[src/hdl/irdet_pkg.sv]
`timescale 1ns / 1ps
// shared types and constants of the imu rest detector
package irdet_pkg;

   localparam int MODE_W     = 2;
   localparam int DT_W       = 24;
   localparam int TIMER_W    = 32;
   localparam int THR_W      = 16;
   localparam int CLIP_W     = 15;
   localparam int FSQ_W      = 2 * THR_W;
   localparam int CHUNK_W    = 32;
   localparam int CHUNK_SH   = $clog2(CHUNK_W);
   localparam int MAX_CHUNKS = 2;
   localparam int NORM_W     = CHUNK_W * MAX_CHUNKS;
   localparam int NUM_AXES   = 3;
   localparam int IDX_W      = 2;
   localparam int CSR_ADDR_W = 3;
   localparam int CSR_DATA_W = 32;
   localparam int RSP_W      = 40;

   localparam logic [MODE_W-1:0] MODE_GYRO  = 2'd0;
   localparam logic [MODE_W-1:0] MODE_ACCEL = 2'd1;
   localparam logic [MODE_W-1:0] MODE_MAG   = 2'd2;

   localparam logic [CSR_ADDR_W-1:0] CSR_GYRO_THR  = 3'd0;
   localparam logic [CSR_ADDR_W-1:0] CSR_GYRO_CLIP = 3'd1;
   localparam logic [CSR_ADDR_W-1:0] CSR_ACC_THR   = 3'd2;
   localparam logic [CSR_ADDR_W-1:0] CSR_MAG_FRAC  = 3'd3;
   localparam logic [CSR_ADDR_W-1:0] CSR_MIN_REST  = 3'd4;

   localparam logic [THR_W-1:0]   GYRO_THR_RST  = 16'd200;
   localparam logic [CLIP_W-1:0]  GYRO_CLIP_RST = 15'd1000;
   localparam logic [THR_W-1:0]   ACC_THR_RST   = 16'd400;
   localparam logic [THR_W-1:0]   MAG_FRAC_RST  = 16'd6554;
   localparam logic [TIMER_W-1:0] MIN_REST_RST  = 32'd1500000;

   typedef enum logic [1:0] {
      ACC_DEV,
      ACC_NORM,
      ACC_FSQ,
      ACC_CMP
   } acc_sel_type;

   typedef enum logic [1:0] {
      OPD_DIFF,
      OPD_LAST,
      OPD_THR,
      OPD_SCALE
   } opd_sel_type;

   typedef struct packed {
      logic              clear;
      logic              en;
      acc_sel_type       dest;
      opd_sel_type       opd;
      logic [IDX_W-1:0]  idx;
   } mac_ctl_type;

endpackage

[src/hdl/irdet_mac.sv]
`timescale 1ns / 1ps
// shared multiply-accumulate unit with its accumulator bank
module irdet_mac #(
   parameter int MUL_W = 32,
   parameter int ACC_W = 66
) (
   input  logic                   clock,
   input  irdet_pkg::mac_ctl_type ctl,
   input  logic [MUL_W-1:0]       opd_a,
   input  logic [MUL_W-1:0]       opd_b,
   output logic [ACC_W-1:0]       dev,
   output logic [ACC_W-1:0]       norm,
   output logic [ACC_W-1:0]       fsq,
   output logic [ACC_W-1:0]       cmp
);

   localparam int PROD_W = 2 * MUL_W;
   localparam int SH_W   = irdet_pkg::IDX_W + irdet_pkg::CHUNK_SH;

   logic [PROD_W-1:0] prod;
   logic [SH_W-1:0]   shamt;
   logic [ACC_W-1:0]  term;
   logic [ACC_W-1:0]  cur;
   logic [ACC_W-1:0]  sum;
   logic [ACC_W-1:0]  dev_ff, dev_in;
   logic [ACC_W-1:0]  norm_ff, norm_in;
   logic [ACC_W-1:0]  fsq_ff, fsq_in;
   logic [ACC_W-1:0]  cmp_ff, cmp_in;

   always_comb begin
      prod = PROD_W'(opd_a) * PROD_W'(opd_b);
      // partial products of a long operand land one chunk higher each step
      if (ctl.opd == irdet_pkg::OPD_SCALE) begin
         shamt = SH_W'(ctl.idx) << irdet_pkg::CHUNK_SH;
      end else begin
         shamt = '0;
      end
      term = ACC_W'(prod) << shamt;
      unique case (ctl.dest)
         irdet_pkg::ACC_DEV:  cur = dev_ff;
         irdet_pkg::ACC_NORM: cur = norm_ff;
         irdet_pkg::ACC_FSQ:  cur = fsq_ff;
         irdet_pkg::ACC_CMP:  cur = cmp_ff;
      endcase
      sum = cur + term;

      dev_in  = dev_ff;
      norm_in = norm_ff;
      fsq_in  = fsq_ff;
      cmp_in  = cmp_ff;
      if (ctl.clear) begin
         dev_in  = '0;
         norm_in = '0;
         fsq_in  = '0;
         cmp_in  = '0;
      end else if (ctl.en) begin
         unique case (ctl.dest)
            irdet_pkg::ACC_DEV:  dev_in  = sum;
            irdet_pkg::ACC_NORM: norm_in = sum;
            irdet_pkg::ACC_FSQ:  fsq_in  = sum;
            irdet_pkg::ACC_CMP:  cmp_in  = sum;
         endcase
      end
   end

   always_ff @(posedge clock) begin
      dev_ff  <= dev_in;
      norm_ff <= norm_in;
      fsq_ff  <= fsq_in;
      cmp_ff  <= cmp_in;
   end

   assign dev  = dev_ff;
   assign norm = norm_ff;
   assign fsq  = fsq_ff;
   assign cmp  = cmp_ff;

endmodule

[src/hdl/irdet_ctrl.sv]
`timescale 1ns / 1ps
// sequencer that steps the shared multiply-accumulate unit through one request
module irdet_ctrl #(
   parameter int NUM_CHUNKS = 1
) (
   input  logic                   clock,
   input  logic                   reset,
   input  logic                   start,
   input  logic                   skip,
   input  logic                   is_mag,
   input  logic                   out_free,
   output logic                   idle,
   output logic                   decide,
   output irdet_pkg::mac_ctl_type ctl
);

   typedef enum logic [5:0] {
      ST_IDLE  = 6'b000001,
      ST_DEV   = 6'b000010,
      ST_NORM  = 6'b000100,
      ST_THR   = 6'b001000,
      ST_SCALE = 6'b010000,
      ST_DONE  = 6'b100000
   } state_type;

   localparam logic [irdet_pkg::IDX_W-1:0] AXIS_LAST  = irdet_pkg::IDX_W'(irdet_pkg::NUM_AXES - 1);
   localparam logic [irdet_pkg::IDX_W-1:0] CHUNK_LAST = irdet_pkg::IDX_W'(NUM_CHUNKS - 1);

   state_type                    state_ff, state_in;
   logic [irdet_pkg::IDX_W-1:0]  cnt_ff, cnt_in;
   logic                         mag_ff, mag_in;

   always_comb begin
      state_in  = state_ff;
      cnt_in    = cnt_ff;
      mag_in    = mag_ff;
      idle      = 1'b0;
      decide    = 1'b0;
      ctl.clear = 1'b0;
      ctl.en    = 1'b0;
      ctl.dest  = irdet_pkg::ACC_DEV;
      ctl.opd   = irdet_pkg::OPD_DIFF;
      ctl.idx   = cnt_ff;
      unique case (state_ff)
         ST_IDLE: begin
            idle = 1'b1;
            if (start) begin
               mag_in    = is_mag;
               cnt_in    = '0;
               ctl.clear = 1'b1;
               if (skip) begin
                  state_in = ST_DONE;
               end else begin
                  state_in = ST_DEV;
               end
            end
         end
         ST_DEV: begin
            ctl.en   = 1'b1;
            ctl.dest = irdet_pkg::ACC_DEV;
            ctl.opd  = irdet_pkg::OPD_DIFF;
            if (cnt_ff == AXIS_LAST) begin
               cnt_in = '0;
               if (mag_ff) begin
                  state_in = ST_NORM;
               end else begin
                  state_in = ST_THR;
               end
            end else begin
               cnt_in = cnt_ff + 1'b1;
            end
         end
         ST_NORM: begin
            ctl.en   = 1'b1;
            ctl.dest = irdet_pkg::ACC_NORM;
            ctl.opd  = irdet_pkg::OPD_LAST;
            if (cnt_ff == AXIS_LAST) begin
               cnt_in   = '0;
               state_in = ST_THR;
            end else begin
               cnt_in = cnt_ff + 1'b1;
            end
         end
         ST_THR: begin
            ctl.en  = 1'b1;
            ctl.opd = irdet_pkg::OPD_THR;
            cnt_in  = '0;
            if (mag_ff) begin
               ctl.dest = irdet_pkg::ACC_FSQ;
               state_in = ST_SCALE;
            end else begin
               ctl.dest = irdet_pkg::ACC_CMP;
               state_in = ST_DONE;
            end
         end
         ST_SCALE: begin
            ctl.en   = 1'b1;
            ctl.dest = irdet_pkg::ACC_CMP;
            ctl.opd  = irdet_pkg::OPD_SCALE;
            if (cnt_ff == CHUNK_LAST) begin
               cnt_in   = '0;
               state_in = ST_DONE;
            end else begin
               cnt_in = cnt_ff + 1'b1;
            end
         end
         ST_DONE: begin
            if (out_free) begin
               decide   = 1'b1;
               state_in = ST_IDLE;
            end
         end
         default: begin
            state_in = ST_IDLE;
         end
      endcase
   end

   always_ff @(posedge clock) begin
      if (reset) begin
         state_ff <= ST_IDLE;
         cnt_ff   <= '0;
         mag_ff   <= 1'b0;
      end else begin
         state_ff <= state_in;
         cnt_ff   <= cnt_in;
         mag_ff   <= mag_in;
      end
   end

endmodule

[src/hdl/imu_rest_detector_core.sv]
`timescale 1ns / 1ps
// imu rest detector top level: sample store, rest timer and decision logic
//
// channel  dir  signal  width                        contents (low bits first)
// req      in   tdata   24+3*SAMPLE_BITS, byte pad   dt_micros, axis_x, axis_y, axis_z
// req      in   tuser   2                            mode
// rsp      out  tdata   40                           rest_detected, rest_time_us
// csr      in   write   addr 3, data 32              five write-only registers
//
// one multiply-accumulate per cycle sets the pace: gyro and accel requests take a
// deviation step per axis and a threshold step, mag requests add a norm step per
// axis and a scale step per 32-bit chunk of the norm; ignored ones skip to the end
// synchronous reset clears the sequencer, stored samples, timer and flag and
// loads the register defaults; no clearing pass
// a finished result waits in the output register while the next request is taken;
// the sequencer holds in its last step only while that register is still full
module imu_rest_detector_core #(
   parameter  int SAMPLE_BITS = 16,
   localparam int REQ_W = ((irdet_pkg::DT_W + 3 * SAMPLE_BITS + 7) / 8) * 8
) (
   input  logic                             clock,
   input  logic                             reset,
   input  logic                             req_tvalid,
   output logic                             req_tready,
   input  logic [REQ_W-1:0]                 req_tdata,  // dt_micros, axis_x, axis_y, axis_z
   input  logic [irdet_pkg::MODE_W-1:0]     req_tuser,  // mode
   output logic                             rsp_tvalid,
   input  logic                             rsp_tready,
   output logic [irdet_pkg::RSP_W-1:0]      rsp_tdata,  // rest_detected, rest_time_us
   input  logic                             csr_we,
   input  logic [irdet_pkg::CSR_ADDR_W-1:0] csr_addr,
   input  logic [irdet_pkg::CSR_DATA_W-1:0] csr_wdata
);

   localparam int SB         = SAMPLE_BITS;
   localparam int MUL_W      = (SB > irdet_pkg::CHUNK_W) ? SB : irdet_pkg::CHUNK_W;
   localparam int ACC_W      = 2 * SB + 2 + irdet_pkg::FSQ_W;
   localparam int NUM_CHUNKS = (2 * SB + irdet_pkg::CHUNK_W - 1) / irdet_pkg::CHUNK_W;
   localparam int CLIP_CMP_W = (SB > irdet_pkg::CLIP_W) ? SB : irdet_pkg::CLIP_W;
   localparam int DEV_TOP    = ACC_W - irdet_pkg::FSQ_W;
   localparam int TW         = irdet_pkg::TIMER_W;
   localparam int NA         = irdet_pkg::NUM_AXES;

   // configuration registers
   logic [irdet_pkg::THR_W-1:0]  gyro_thr_ff, gyro_thr_in;
   logic [irdet_pkg::CLIP_W-1:0] gyro_clip_ff, gyro_clip_in;
   logic [irdet_pkg::THR_W-1:0]  acc_thr_ff, acc_thr_in;
   logic [irdet_pkg::THR_W-1:0]  mag_frac_ff, mag_frac_in;
   logic [TW-1:0]                min_rest_ff, min_rest_in;

   // current request
   logic [irdet_pkg::MODE_W-1:0] mode_ff, mode_in;
   logic [irdet_pkg::DT_W-1:0]   dt_ff, dt_in;
   logic [SB-1:0]                axis_ff [NA];
   logic [SB-1:0]                axis_in [NA];
   logic                         skip_ff, skip_in;

   // detector state
   logic [SB-1:0]                last_gyro_ff  [NA];
   logic [SB-1:0]                last_gyro_in  [NA];
   logic [SB-1:0]                last_accel_ff [NA];
   logic [SB-1:0]                last_accel_in [NA];
   logic [SB-1:0]                last_mag_ff   [NA];
   logic [SB-1:0]                last_mag_in   [NA];
   logic [TW-1:0]                timer_ff, timer_in;
   logic                         flag_ff, flag_in;

   // output register
   logic                         rsp_valid_ff, rsp_valid_in;
   logic [TW-1:0]                rsp_timer_ff, rsp_timer_in;
   logic                         rsp_flag_ff, rsp_flag_in;

   logic                         accept;
   logic [SB-1:0]                req_axis [NA];
   logic                         req_zero;
   logic                         req_skip;
   logic                         idle;
   logic                         decide;
   logic                         out_free;
   irdet_pkg::mac_ctl_type       ctl;

   logic [MUL_W-1:0]             opd_a, opd_b;
   logic [ACC_W-1:0]             dev, norm, fsq, cmp;

   logic [SB-1:0]                sel_cur, sel_last, sel_mag;
   logic [SB:0]                  diff, diff_neg, mag_ext;
   logic [SB-1:0]                diff_abs, mag_abs;
   logic [irdet_pkg::THR_W-1:0]  thr_sel;
   logic [irdet_pkg::NORM_W-1:0] norm_pad;
   logic [irdet_pkg::CHUNK_SH:0] chunk_base;
   logic [irdet_pkg::CHUNK_W-1:0] norm_chunk;

   logic [SB:0]                  gyro_ext [NA];
   logic [SB-1:0]                gyro_abs [NA];
   logic                         gyro_clip;
   logic                         dev_ge, mag_ge, trip;
   logic [ACC_W-1:0]             dev_scaled;
   logic [TW:0]                  timer_sum;
   logic [TW-1:0]                timer_sat;

   assign accept     = req_tvalid & req_tready;
   assign req_tready = idle;
   assign out_free   = ~rsp_valid_ff | rsp_tready;

   // request unpacking and the ignore rule
   always_comb begin
      for (int i = 0; i < NA; i++) begin
         req_axis[i] = req_tdata[irdet_pkg::DT_W + i * SB +: SB];
      end
      req_zero = (req_axis[0] == '0) && (req_axis[1] == '0) && (req_axis[2] == '0);
      case (req_tuser) inside
         irdet_pkg::MODE_GYRO:                       req_skip = 1'b0;
         irdet_pkg::MODE_ACCEL, irdet_pkg::MODE_MAG: req_skip = req_zero;
         default:                                    req_skip = 1'b1;
      endcase
   end

   always_comb begin
      mode_in = mode_ff;
      dt_in   = dt_ff;
      skip_in = skip_ff;
      axis_in = axis_ff;
      if (accept) begin
         mode_in = req_tuser;
         dt_in   = req_tdata[irdet_pkg::DT_W-1:0];
         skip_in = req_skip;
         axis_in = req_axis;
      end
   end

   always_ff @(posedge clock) begin
      mode_ff <= mode_in;
      dt_ff   <= dt_in;
      skip_ff <= skip_in;
      axis_ff <= axis_in;
   end

   // configuration writes
   always_comb begin
      gyro_thr_in  = gyro_thr_ff;
      gyro_clip_in = gyro_clip_ff;
      acc_thr_in   = acc_thr_ff;
      mag_frac_in  = mag_frac_ff;
      min_rest_in  = min_rest_ff;
      if (csr_we) begin
         unique case (csr_addr)
            irdet_pkg::CSR_GYRO_THR:  gyro_thr_in  = csr_wdata[irdet_pkg::THR_W-1:0];
            irdet_pkg::CSR_GYRO_CLIP: gyro_clip_in = csr_wdata[irdet_pkg::CLIP_W-1:0];
            irdet_pkg::CSR_ACC_THR:   acc_thr_in   = csr_wdata[irdet_pkg::THR_W-1:0];
            irdet_pkg::CSR_MAG_FRAC:  mag_frac_in  = csr_wdata[irdet_pkg::THR_W-1:0];
            irdet_pkg::CSR_MIN_REST:  min_rest_in  = csr_wdata[TW-1:0];
            default: begin
            end
         endcase
      end
   end

   always_ff @(posedge clock) begin
      if (reset) begin
         gyro_thr_ff  <= irdet_pkg::GYRO_THR_RST;
         gyro_clip_ff <= irdet_pkg::GYRO_CLIP_RST;
         acc_thr_ff   <= irdet_pkg::ACC_THR_RST;
         mag_frac_ff  <= irdet_pkg::MAG_FRAC_RST;
         min_rest_ff  <= irdet_pkg::MIN_REST_RST;
      end else begin
         gyro_thr_ff  <= gyro_thr_in;
         gyro_clip_ff <= gyro_clip_in;
         acc_thr_ff   <= acc_thr_in;
         mag_frac_ff  <= mag_frac_in;
         min_rest_ff  <= min_rest_in;
      end
   end

   // operand selection for the shared unit
   always_comb begin
      sel_cur = axis_ff[ctl.idx];
      case (mode_ff)
         irdet_pkg::MODE_GYRO: begin
            sel_last = last_gyro_ff[ctl.idx];
            thr_sel  = gyro_thr_ff;
         end
         irdet_pkg::MODE_ACCEL: begin
            sel_last = last_accel_ff[ctl.idx];
            thr_sel  = acc_thr_ff;
         end
         default: begin
            sel_last = last_mag_ff[ctl.idx];
            thr_sel  = mag_frac_ff;
         end
      endcase
      sel_mag  = last_mag_ff[ctl.idx];
      diff     = {sel_cur[SB-1], sel_cur} - {sel_last[SB-1], sel_last};
      diff_neg = ~diff + 1'b1;
      diff_abs = diff[SB] ? diff_neg[SB-1:0] : diff[SB-1:0];
      mag_ext  = {sel_mag[SB-1], sel_mag};
      mag_ext  = mag_ext[SB] ? (~mag_ext + 1'b1) : mag_ext;
      mag_abs  = mag_ext[SB-1:0];

      norm_pad   = irdet_pkg::NORM_W'(norm);
      chunk_base = {ctl.idx[0], {irdet_pkg::CHUNK_SH{1'b0}}};
      norm_chunk = norm_pad[chunk_base +: irdet_pkg::CHUNK_W];

      unique case (ctl.opd)
         irdet_pkg::OPD_DIFF: begin
            opd_a = MUL_W'(diff_abs);
            opd_b = MUL_W'(diff_abs);
         end
         irdet_pkg::OPD_LAST: begin
            opd_a = MUL_W'(mag_abs);
            opd_b = MUL_W'(mag_abs);
         end
         irdet_pkg::OPD_THR: begin
            opd_a = MUL_W'(thr_sel);
            opd_b = MUL_W'(thr_sel);
         end
         irdet_pkg::OPD_SCALE: begin
            opd_a = MUL_W'(fsq[irdet_pkg::FSQ_W-1:0]);
            opd_b = MUL_W'(norm_chunk);
         end
      endcase
   end

   irdet_mac #(
      .MUL_W (MUL_W),
      .ACC_W (ACC_W)
   ) u_mac (
      .clock (clock),
      .ctl   (ctl),
      .opd_a (opd_a),
      .opd_b (opd_b),
      .dev   (dev),
      .norm  (norm),
      .fsq   (fsq),
      .cmp   (cmp)
   );

   irdet_ctrl #(
      .NUM_CHUNKS (NUM_CHUNKS)
   ) u_ctrl (
      .clock    (clock),
      .reset    (reset),
      .start    (accept),
      .skip     (req_skip),
      .is_mag   (req_tuser == irdet_pkg::MODE_MAG),
      .out_free (out_free),
      .idle     (idle),
      .decide   (decide),
      .ctl      (ctl)
   );

   // rest decision
   always_comb begin
      gyro_clip = 1'b0;
      for (int i = 0; i < NA; i++) begin
         gyro_ext[i] = {last_gyro_ff[i][SB-1], last_gyro_ff[i]};
         gyro_ext[i] = gyro_ext[i][SB] ? (~gyro_ext[i] + 1'b1) : gyro_ext[i];
         gyro_abs[i] = gyro_ext[i][SB-1:0];
         if (CLIP_CMP_W'(gyro_abs[i]) > CLIP_CMP_W'(gyro_clip_ff)) begin
            gyro_clip = 1'b1;
         end
      end
      dev_ge     = dev >= cmp;
      // mag deviation is compared against frac^2 * norm, frac^2 in Q0.32
      dev_scaled = {dev[DEV_TOP-1:0], {irdet_pkg::FSQ_W{1'b0}}};
      mag_ge     = dev_scaled >= cmp;
      timer_sum  = {1'b0, timer_ff} + (TW + 1)'(dt_ff);
      timer_sat  = timer_sum[TW] ? {TW{1'b1}} : timer_sum[TW-1:0];

      case (mode_ff)
         irdet_pkg::MODE_GYRO:  trip = dev_ge | gyro_clip;
         irdet_pkg::MODE_ACCEL: trip = dev_ge;
         irdet_pkg::MODE_MAG:   trip = mag_ge;
         default:               trip = 1'b0;
      endcase

      timer_in      = timer_ff;
      flag_in       = flag_ff;
      last_gyro_in  = last_gyro_ff;
      last_accel_in = last_accel_ff;
      last_mag_in   = last_mag_ff;
      if (decide && !skip_ff) begin
         if (trip) begin
            timer_in = '0;
            flag_in  = 1'b0;
         end else if (mode_ff == irdet_pkg::MODE_ACCEL) begin
            timer_in = timer_sat;
            if (timer_sat >= min_rest_ff) begin
               flag_in = 1'b1;
            end
         end
         case (mode_ff)
            irdet_pkg::MODE_GYRO:  last_gyro_in  = axis_ff;
            irdet_pkg::MODE_ACCEL: last_accel_in = axis_ff;
            irdet_pkg::MODE_MAG:   last_mag_in   = axis_ff;
            default: begin
            end
         endcase
      end
   end

   always_ff @(posedge clock) begin
      if (reset) begin
         timer_ff <= '0;
         flag_ff  <= 1'b0;
         for (int i = 0; i < NA; i++) begin
            last_gyro_ff[i]  <= '0;
            last_accel_ff[i] <= '0;
            last_mag_ff[i]   <= '0;
         end
      end else begin
         timer_ff      <= timer_in;
         flag_ff       <= flag_in;
         last_gyro_ff  <= last_gyro_in;
         last_accel_ff <= last_accel_in;
         last_mag_ff   <= last_mag_in;
      end
   end

   // output register
   always_comb begin
      rsp_valid_in = rsp_valid_ff;
      rsp_timer_in = rsp_timer_ff;
      rsp_flag_in  = rsp_flag_ff;
      if (decide) begin
         rsp_valid_in = 1'b1;
         rsp_timer_in = timer_in;
         rsp_flag_in  = flag_in;
      end else if (rsp_tready) begin
         rsp_valid_in = 1'b0;
      end
   end

   always_ff @(posedge clock) begin
      if (reset) begin
         rsp_valid_ff <= 1'b0;
      end else begin
         rsp_valid_ff <= rsp_valid_in;
      end
      rsp_timer_ff <= rsp_timer_in;
      rsp_flag_ff  <= rsp_flag_in;
   end

   assign rsp_tvalid = rsp_valid_ff;
   assign rsp_tdata  = irdet_pkg::RSP_W'({rsp_timer_ff, rsp_flag_ff});

endmodule

[config.mk]
export PLATFORM = sky130hd
export DESIGN_NAME = imu_rest_detector_core
export DESIGN_NICKNAME = d
export VERILOG_FILES = /design/src/hdl/irdet_pkg.sv /design/src/hdl/irdet_mac.sv /design/src/hdl/irdet_ctrl.sv /design/src/hdl/imu_rest_detector_core.sv
export SDC_FILE = /design/constraint.sdc
export NUM_CORES = 2
export LEC_CHECK = 0
export BUFFER_PORTS_ARGS = -buffer_cell sky130_fd_sc_hd__buf_4
export CAP_MARGIN = 0
export CORE_ASPECT_RATIO = 0.7
export CORE_MARGIN = 2
export CORE_UTILIZATION = 65
export DETAILED_ROUTE_END_ITERATION = 16
export PLACE_DENSITY = 0.82
export SLEW_MARGIN = 40
export SYNTH_ARGS = -nofsm -noshare
export SYNTH_HDL_FRONTEND = slang
export SYNTH_HIERARCHICAL = 1
export SYNTH_SLANG_ARGS = --single-unit
export TNS_END_PERCENT = 100
[constraint.sdc]
create_clock -name clock -period 36.4 [get_ports clock]
set_input_delay 7.28 -clock clock [delete_from_list [all_inputs] [get_ports clock]]
set_output_delay 7.28 -clock clock [all_outputs]
set_load 0.01 [all_outputs]
# Word level (Yosys, flattened, before mapping)
# Cells that the tools add are included.
dict set report totals {
  register_bits 654
  input_bits 114
  word_cells 178
}
dict set report op_classes {
  mux 59
  reduce_logical 32
  n_eq_ne 26
  n_addsub 9
  magnitude_cmp 7
  n_shift 2
  mul 1
  bitwise_logic 10
}
# cell count
set op_table {}
lappend op_table {{$pmux 66 s4} 1}
lappend op_table {{$pmux 32 s4} 2}
lappend op_table {{$mux 16} 13}
lappend op_table {{$ge 66x66->1} 2}
lappend op_table {{$bmux 16 s2} 4}
lappend op_table {{$mux 32} 4}
lappend op_table {{$add 16x1->16 const B} 5}
lappend op_table {{$not 16->16} 5}
lappend op_table {{$add 66x66->66} 1}
lappend op_table {{$shl 64x7->66} 1}
lappend op_table {{$mul 32x32->64} 1}
lappend op_table {{$pmux 16 s2} 2}
lappend op_table {{$shiftx 64x7->32} 1}
lappend op_table {{$gt 16x15->1} 3}
lappend op_table {{$logic_not 16->1} 3}
lappend op_table {{$mux 6} 7}
lappend op_table {{$pmux 6 s6} 1}
lappend op_table {{$add 32x24->33} 1}
lappend op_table {{$ge 32x32->1} 1}
lappend op_table {{$reduce_and 2->1} 14}
lappend op_table {{$pmux 5 s4} 1}
lappend op_table {{$mux 1} 17}
lappend op_table {{$sub 16x16->17} 1}
lappend op_table {{$eq 2x2->1 const B} 7}
lappend op_table {{31 further kinds} 48}

# Longest topological paths before layout
dict set report depth {
  ltp_word 13
  mapped_depth 61
}

# By module
# Netlist, hierarchy kept.
# mod n_inst area_per_inst_um2 cells_per_inst
set by_module_without_submodules {}
lappend by_module_without_submodules {irdet_mac 1 48735.5 5672}
lappend by_module_without_submodules {imu_rest_detector_core 1 24237.0 2918}
lappend by_module_without_submodules {irdet_ctrl 1 660.6 79}

# Least setup slack after synthesis
# OpenSTA, ideal clock, no wires.
dict set report synth_timing {
  kind {register -> register}
  startpoint {register u_ctrl/cnt_ff[1] in the netlist's numbering}
  endpoint {register u_mac.cmp_ff[62] (netlist: u_mac/cmp[62])}
  path_buffers 8
  arrival_time_ps 13677
  stages_incl_launch_ff 59
  setup_slack_ps 22648
  cell_sequence {dfxtp_1 buf_2 buf_4 buf_2 buf_2 buf_2 mux2i_1 nor2_1 a21oi_1 ha_1 inv_1 fa_1 a211o_1 a21o_4 a2111o_1 o211ai_2 o2111ai_1 o41ai_2 (+23 left out) a21o_1 o31ai_1 a31o_2 xor2_1 a21oi_1 nor2_1 ha_1 clkbuf_1 a21oi_1 o21bai_1 a21o_1 a21oi_1 o21bai_1 nor3b_1 a21oi_1 o31ai_4 or4_1 a31oi_1}
}
dict set report synth_via {
  elab_chain_len 13
  elab_cells_between_ends 27
  cone_classes {add/sub: 4; mul: 1; shift: 1; mux: 18; bitwise: 3}
}
# element line_no
set synth_rtl {}
lappend synth_rtl {{start, declared} irdet_ctrl.sv:30} ;# logic [irdet_pkg::IDX_W-1:0] cnt_ff, cnt_in;
lappend synth_rtl {{start signal, assigned} irdet_ctrl.sv:126} ;# cnt_ff <= cnt_in;
lappend synth_rtl {{$not 2->3 (implied by the code) *} --}
lappend synth_rtl {{$bmux 16 s2 (on tied branches)} --}
lappend synth_rtl {{$mux 16 (on tied branches) (2 in a row)} --}
lappend synth_rtl {{$pmux 16 s2} imu_rest_detector_core.sv:177} ;# case (mode_ff)
lappend synth_rtl {{$sub 16x16->17} imu_rest_detector_core.sv:192} ;# diff = {sel_cur[SB-1], sel_cur} - {sel_last[SB-1], sel_last};
lappend synth_rtl {{$not 16->16} imu_rest_detector_core.sv:193} ;# diff_neg = ~diff + 1'b1;
lappend synth_rtl {{$add 16x1->16} imu_rest_detector_core.sv:193}
lappend synth_rtl {{$mux 16} imu_rest_detector_core.sv:194} ;# diff_abs = diff[SB] ? diff_neg[SB-1:0] : diff[SB-1:0];
lappend synth_rtl {{$pmux 32 s4 *} imu_rest_detector_core.sv:203} ;# unique case (ctl.opd)
lappend synth_rtl {{via opd_a[13]} imu_rest_detector_core.sv:82} ;# logic [MUL_W-1:0] opd_a, opd_b;
lappend synth_rtl {{$mul 32x32->64 *} irdet_mac.sv:31} ;# prod = PROD_W'(opd_a) * PROD_W'(opd_b);
lappend synth_rtl {{$shl 64x7->66 *} irdet_mac.sv:38} ;# term = ACC_W'(prod) << shamt;
lappend synth_rtl {{$add 66x66->66 *} irdet_mac.sv:45} ;# sum = cur + term;
lappend synth_rtl {{end signal, assigned} irdet_mac.sv:70} ;# cmp_ff <= cmp_in;
lappend synth_rtl {{end, declared} irdet_mac.sv:28} ;# logic [ACC_W-1:0] cmp_ff, cmp_in;
# Mark *: on every way through the listed nets, which the timed path passes. The rest lies on a longest branch. The select of a mux whose other input is x is not followed.
# A chain may end at the register's enable or synchronous reset.

# Worst setup path after layout
dict set report layout_timing {
  startpoint {register mode_ff[1] in the netlist's numbering}
  endpoint {register u_mac.fsq_ff[64] (netlist: u_mac/fsq[64])}
}
dict set report layout_via {
  elab_chain_len 10
  elab_cells_between_ends 13
  cone_classes {add/sub: 3; mul: 1; eq/ne: 1; shift: 1; mux: 5; bitwise: 1; reduce/logical: 1}
}
# element line_no
set layout_rtl {}
lappend layout_rtl {{start, declared} imu_rest_detector_core.sv:52} ;# logic [irdet_pkg::MODE_W-1:0] mode_ff, mode_in;
lappend layout_rtl {{start signal, assigned} imu_rest_detector_core.sv:132} ;# mode_ff <= mode_in;
lappend layout_rtl {{$eq 2x1->1 or $logic_not 2->1 (tied branches)} imu_rest_detector_core.sv:177}
lappend layout_rtl {{$pmux 16 s2} imu_rest_detector_core.sv:177}
lappend layout_rtl {{$sub 16x16->17} imu_rest_detector_core.sv:192}
lappend layout_rtl {{$not 16->16} imu_rest_detector_core.sv:193}
lappend layout_rtl {{$add 16x1->16} imu_rest_detector_core.sv:193}
lappend layout_rtl {{$mux 16} imu_rest_detector_core.sv:194}
lappend layout_rtl {{$pmux 32 s4 *} imu_rest_detector_core.sv:203}
lappend layout_rtl {{via opd_b[7]} imu_rest_detector_core.sv:82}
lappend layout_rtl {{$mul 32x32->64 *} irdet_mac.sv:31}
lappend layout_rtl {{$shl 64x7->66 *} irdet_mac.sv:38}
lappend layout_rtl {{$add 66x66->66 *} irdet_mac.sv:45}
lappend layout_rtl {{end signal, assigned} irdet_mac.sv:69} ;# fsq_ff <= fsq_in;
lappend layout_rtl {{end, declared} irdet_mac.sv:27} ;# logic [ACC_W-1:0] fsq_ff, fsq_in;
# Mark *: on every way through the listed nets, which the timed path passes. The rest lies on a longest branch.

==> run metrics <==
largest net degree at the start of global routing between 100 and 150; Post-DRT Antenna Nets 0; Residual DRC 0; Setup Slack @ Placement ~20 ns; Fillers 8812; Worst setup SP type flip-flop; Area Growth Syn to Fin 6.21%; Initial Util 0.654; die width ~410 um; area leader, netlist fa_1; clk_lat worst skew ~0.7 ns; worst min-delay path category reg2reg; Avg Inst Size Synth 8.49 sq um; nets roughly 10k; total clock buffers created by CTS between 60 and 70; critical path's slowest cell clkinv_1; Die Ht ~290 um; synthesized flop and latch total 654; Post-synth ARST share 0; Fin Setup TNS 0 ns; worst hold margin roughly 0.45 ns; antenna violations before repair 6; Post-CTS Setup Inserts 0; worst path required time approximately 37 ns; register area share after synthesis 0.192; CTS tree yes; Worst Setup Slack, final a little over 20 ns; gr usage total 0.435; Via density ~6.5; clock skew between 0.05 and 0.06 ns; vias in the first global route between 60k and 70k; Final GP Congestion roughly 1; maxcap violations 0; DRT Pass-1 Iters 9; most frequent cell after synthesis nand2_1; Most used DFF post-synth dfxtp_1; Reg clk slew, reported paths ~0.070 ns; # setup viols final 0; Overflow after GRT 0; Hold Vio Cnt, Final 0; die area 116000 sq um; DR vias about 65k; Slew @ Worst Pin 1.00 ns; I/O Buffers between 100 and 150; synth cell count leaders nand2_1, inv_1, fa_1, a21oi_1, ha_1; Setup crit end kind flip-flop; Yosys cell types 120; Final Cycle Share 0.445; top cells by area, synth fa_1, dfxtp_1, ha_1; Hold-fix buffers, CTS 0; share of layout cells above drive strength 1 0.0711; Crit Path Max Fanout 47; Synth top area share 0.244; Yosys warnings 6; Slew headroom 0.325; status complete, no violations; Final HPWL DP around 190 mm; Core Region roughly 110000 sq um; wire length of the first global-routing pass roughly 390 mm; std cell rows a little over 100; H-tree Lvls 3; Post-Synthesis Cells 8669; fin. max-slew vios 0; Post-CTS Resized 0; Clock Sinks roughly 650; Top Ports about 160; Post-Route WL approximately 250 mm; synthesized area approximately 74000 sq um; drt first-iter violations approximately 9.1k; dpl cells 9936; arrival time at the worst endpoint approximately 17 ns; WL/cell 25.0 um; most used cell, CP fa_1; Post-synth EDFFs about 110; Setup CP Type reg2reg; Worst path max stage delay roughly 0.75 ns; Max Buffers Root-to-Sink 3; Post-Layout Cell Count between 10k and 15k; RSZ-0062 raised after global routing no; Root Driver clkbuf_16; Final min period between 15 and 20 ns; highest clock rate slightly above 0.06 GHz
[flip-flops by register name, indices dropped and copies added (netlist names), 2 cells and up]
signal	count
u_mac/norm	66
last_mag_ff	48
rsp_timer_ff	32
timer_ff	32
dt_ff	24
u_mac/dev	66
u_ctrl/state_ff	6
gyro_clip_ff	15
gyro_thr_ff	16
min_rest_ff	32
acc_thr_ff	16
mode_ff	2
mag_frac_ff	16
axis_ff	48
last_gyro_ff	48
u_mac/fsq	66
u_mac/cmp	66
u_ctrl/cnt_ff	2
last_accel_ff	48
[path summary, 6_finish.rpt]
path | from | end | slack, ns | cells after the start
setup reg to reg | mode_ff[1]$_DFFE_PP_ | u_mac/fsq[64]$_SDFFE_PP0P_ | 20.22 | 48
setup / recovery | mode_ff[1]$_DFFE_PP_ | u_mac/fsq[64]$_SDFFE_PP0P_ | 20.22 | 48
hold reg to reg | gyro_thr_ff[15]$_SDFFE_PP0P_ | gyro_thr_ff[15]$_SDFFE_PP0P_ | 0.45 | 2
hold / removal | gyro_thr_ff[15]$_SDFFE_PP0P_ | gyro_thr_ff[15]$_SDFFE_PP0P_ | 0.45 | 2
[per-stage QoR]
step	area (sq um)	utilization
floorplan	73700	-
CTS	78200	0.695
global placement	75700	0.673
global route	78200	0.695
finish	78200	0.695
detailed placement	75900	0.674
[kinds of logic (layout without fill, tap and decap cells)]
kind of cell / count (synthesis) / after routing / synth area share
fa+ha+maj: 1456 / 1456 / 0.339
xor+xnor: 201 / 201 / 0.0241
other cells: 1 / 9 / 0.0000509
flops: 654 / 654 / 0.192
compound gates: 1587 / 1587 / 0.135
mux: 186 / 186 / 0.0383
simple gates: 2964 / 2964 / 0.187
buf+inv: 1620 / 1483 / 0.0841
[per-layer routing]
layer  wire length, um  global-route usage  vias to the layer above
met3             38200               0.142                      827
met4             11200               0.165                        2
met2            103000               0.615                     4625
met5                13                   0                        -
met1             98600               0.621                    31800
li1                  -                   -                    28000
[layout by cell type (no fill, tap or decap), types with 27 or more instances in the layout]
cell,n
a211oi_1,69
a21o_1,122
a21oi_1,696
a31oi_1,30
and2_1,492
and3_1,56
buf_4,249
clkbuf_16,68
dfxtp_1,544
edfxtp_1,108
fa_1,899
ha_1,557
inv_1,1089
mux2i_1,94
mux4_2,74
nand2_1,1646
nand2b_1,39
nand3_1,79
nand3b_1,41
nand4_1,82
nor2_1,272
nor3_1,55
nor4_1,39
o211ai_1,45
o21a_1,38
o21ai_0,227
o22ai_1,27
o31ai_1,32
xnor2_1,137
xor2_1,61
[critical path, delay by kind of cell (launching register included)]
kind	cells	cell delay [ns]
AOI/OAI and AO/OA	24	6.81
adders and majority gates	11	5.58
buffers and inverters	5	1.64
and+or+nand+nor	7	1.47
DFF	1	0.33
xor gates and xnor gates	1	0.16
[layout make-up]
cell class | count | area [sq um] | share of cell area
repair buffers | 265 | 2100 | 0.0268
multi-input cells | 6401 | 53600 | 0.686
clock buffers | 96 | 1950 | 0.0249
clock inverters | 28 | 324 | 0.00414
diodes | 2 | 5.00 | 0.0000640
well taps | 1522 | 1900 | 0.0243
flip-flops and latches | 654 | 14200 | 0.181
inverters | 1094 | 4110 | 0.0526
Power is not shown: default switching activity piles up to over one toggle a cycle in this logic, so the estimate is an artifact.
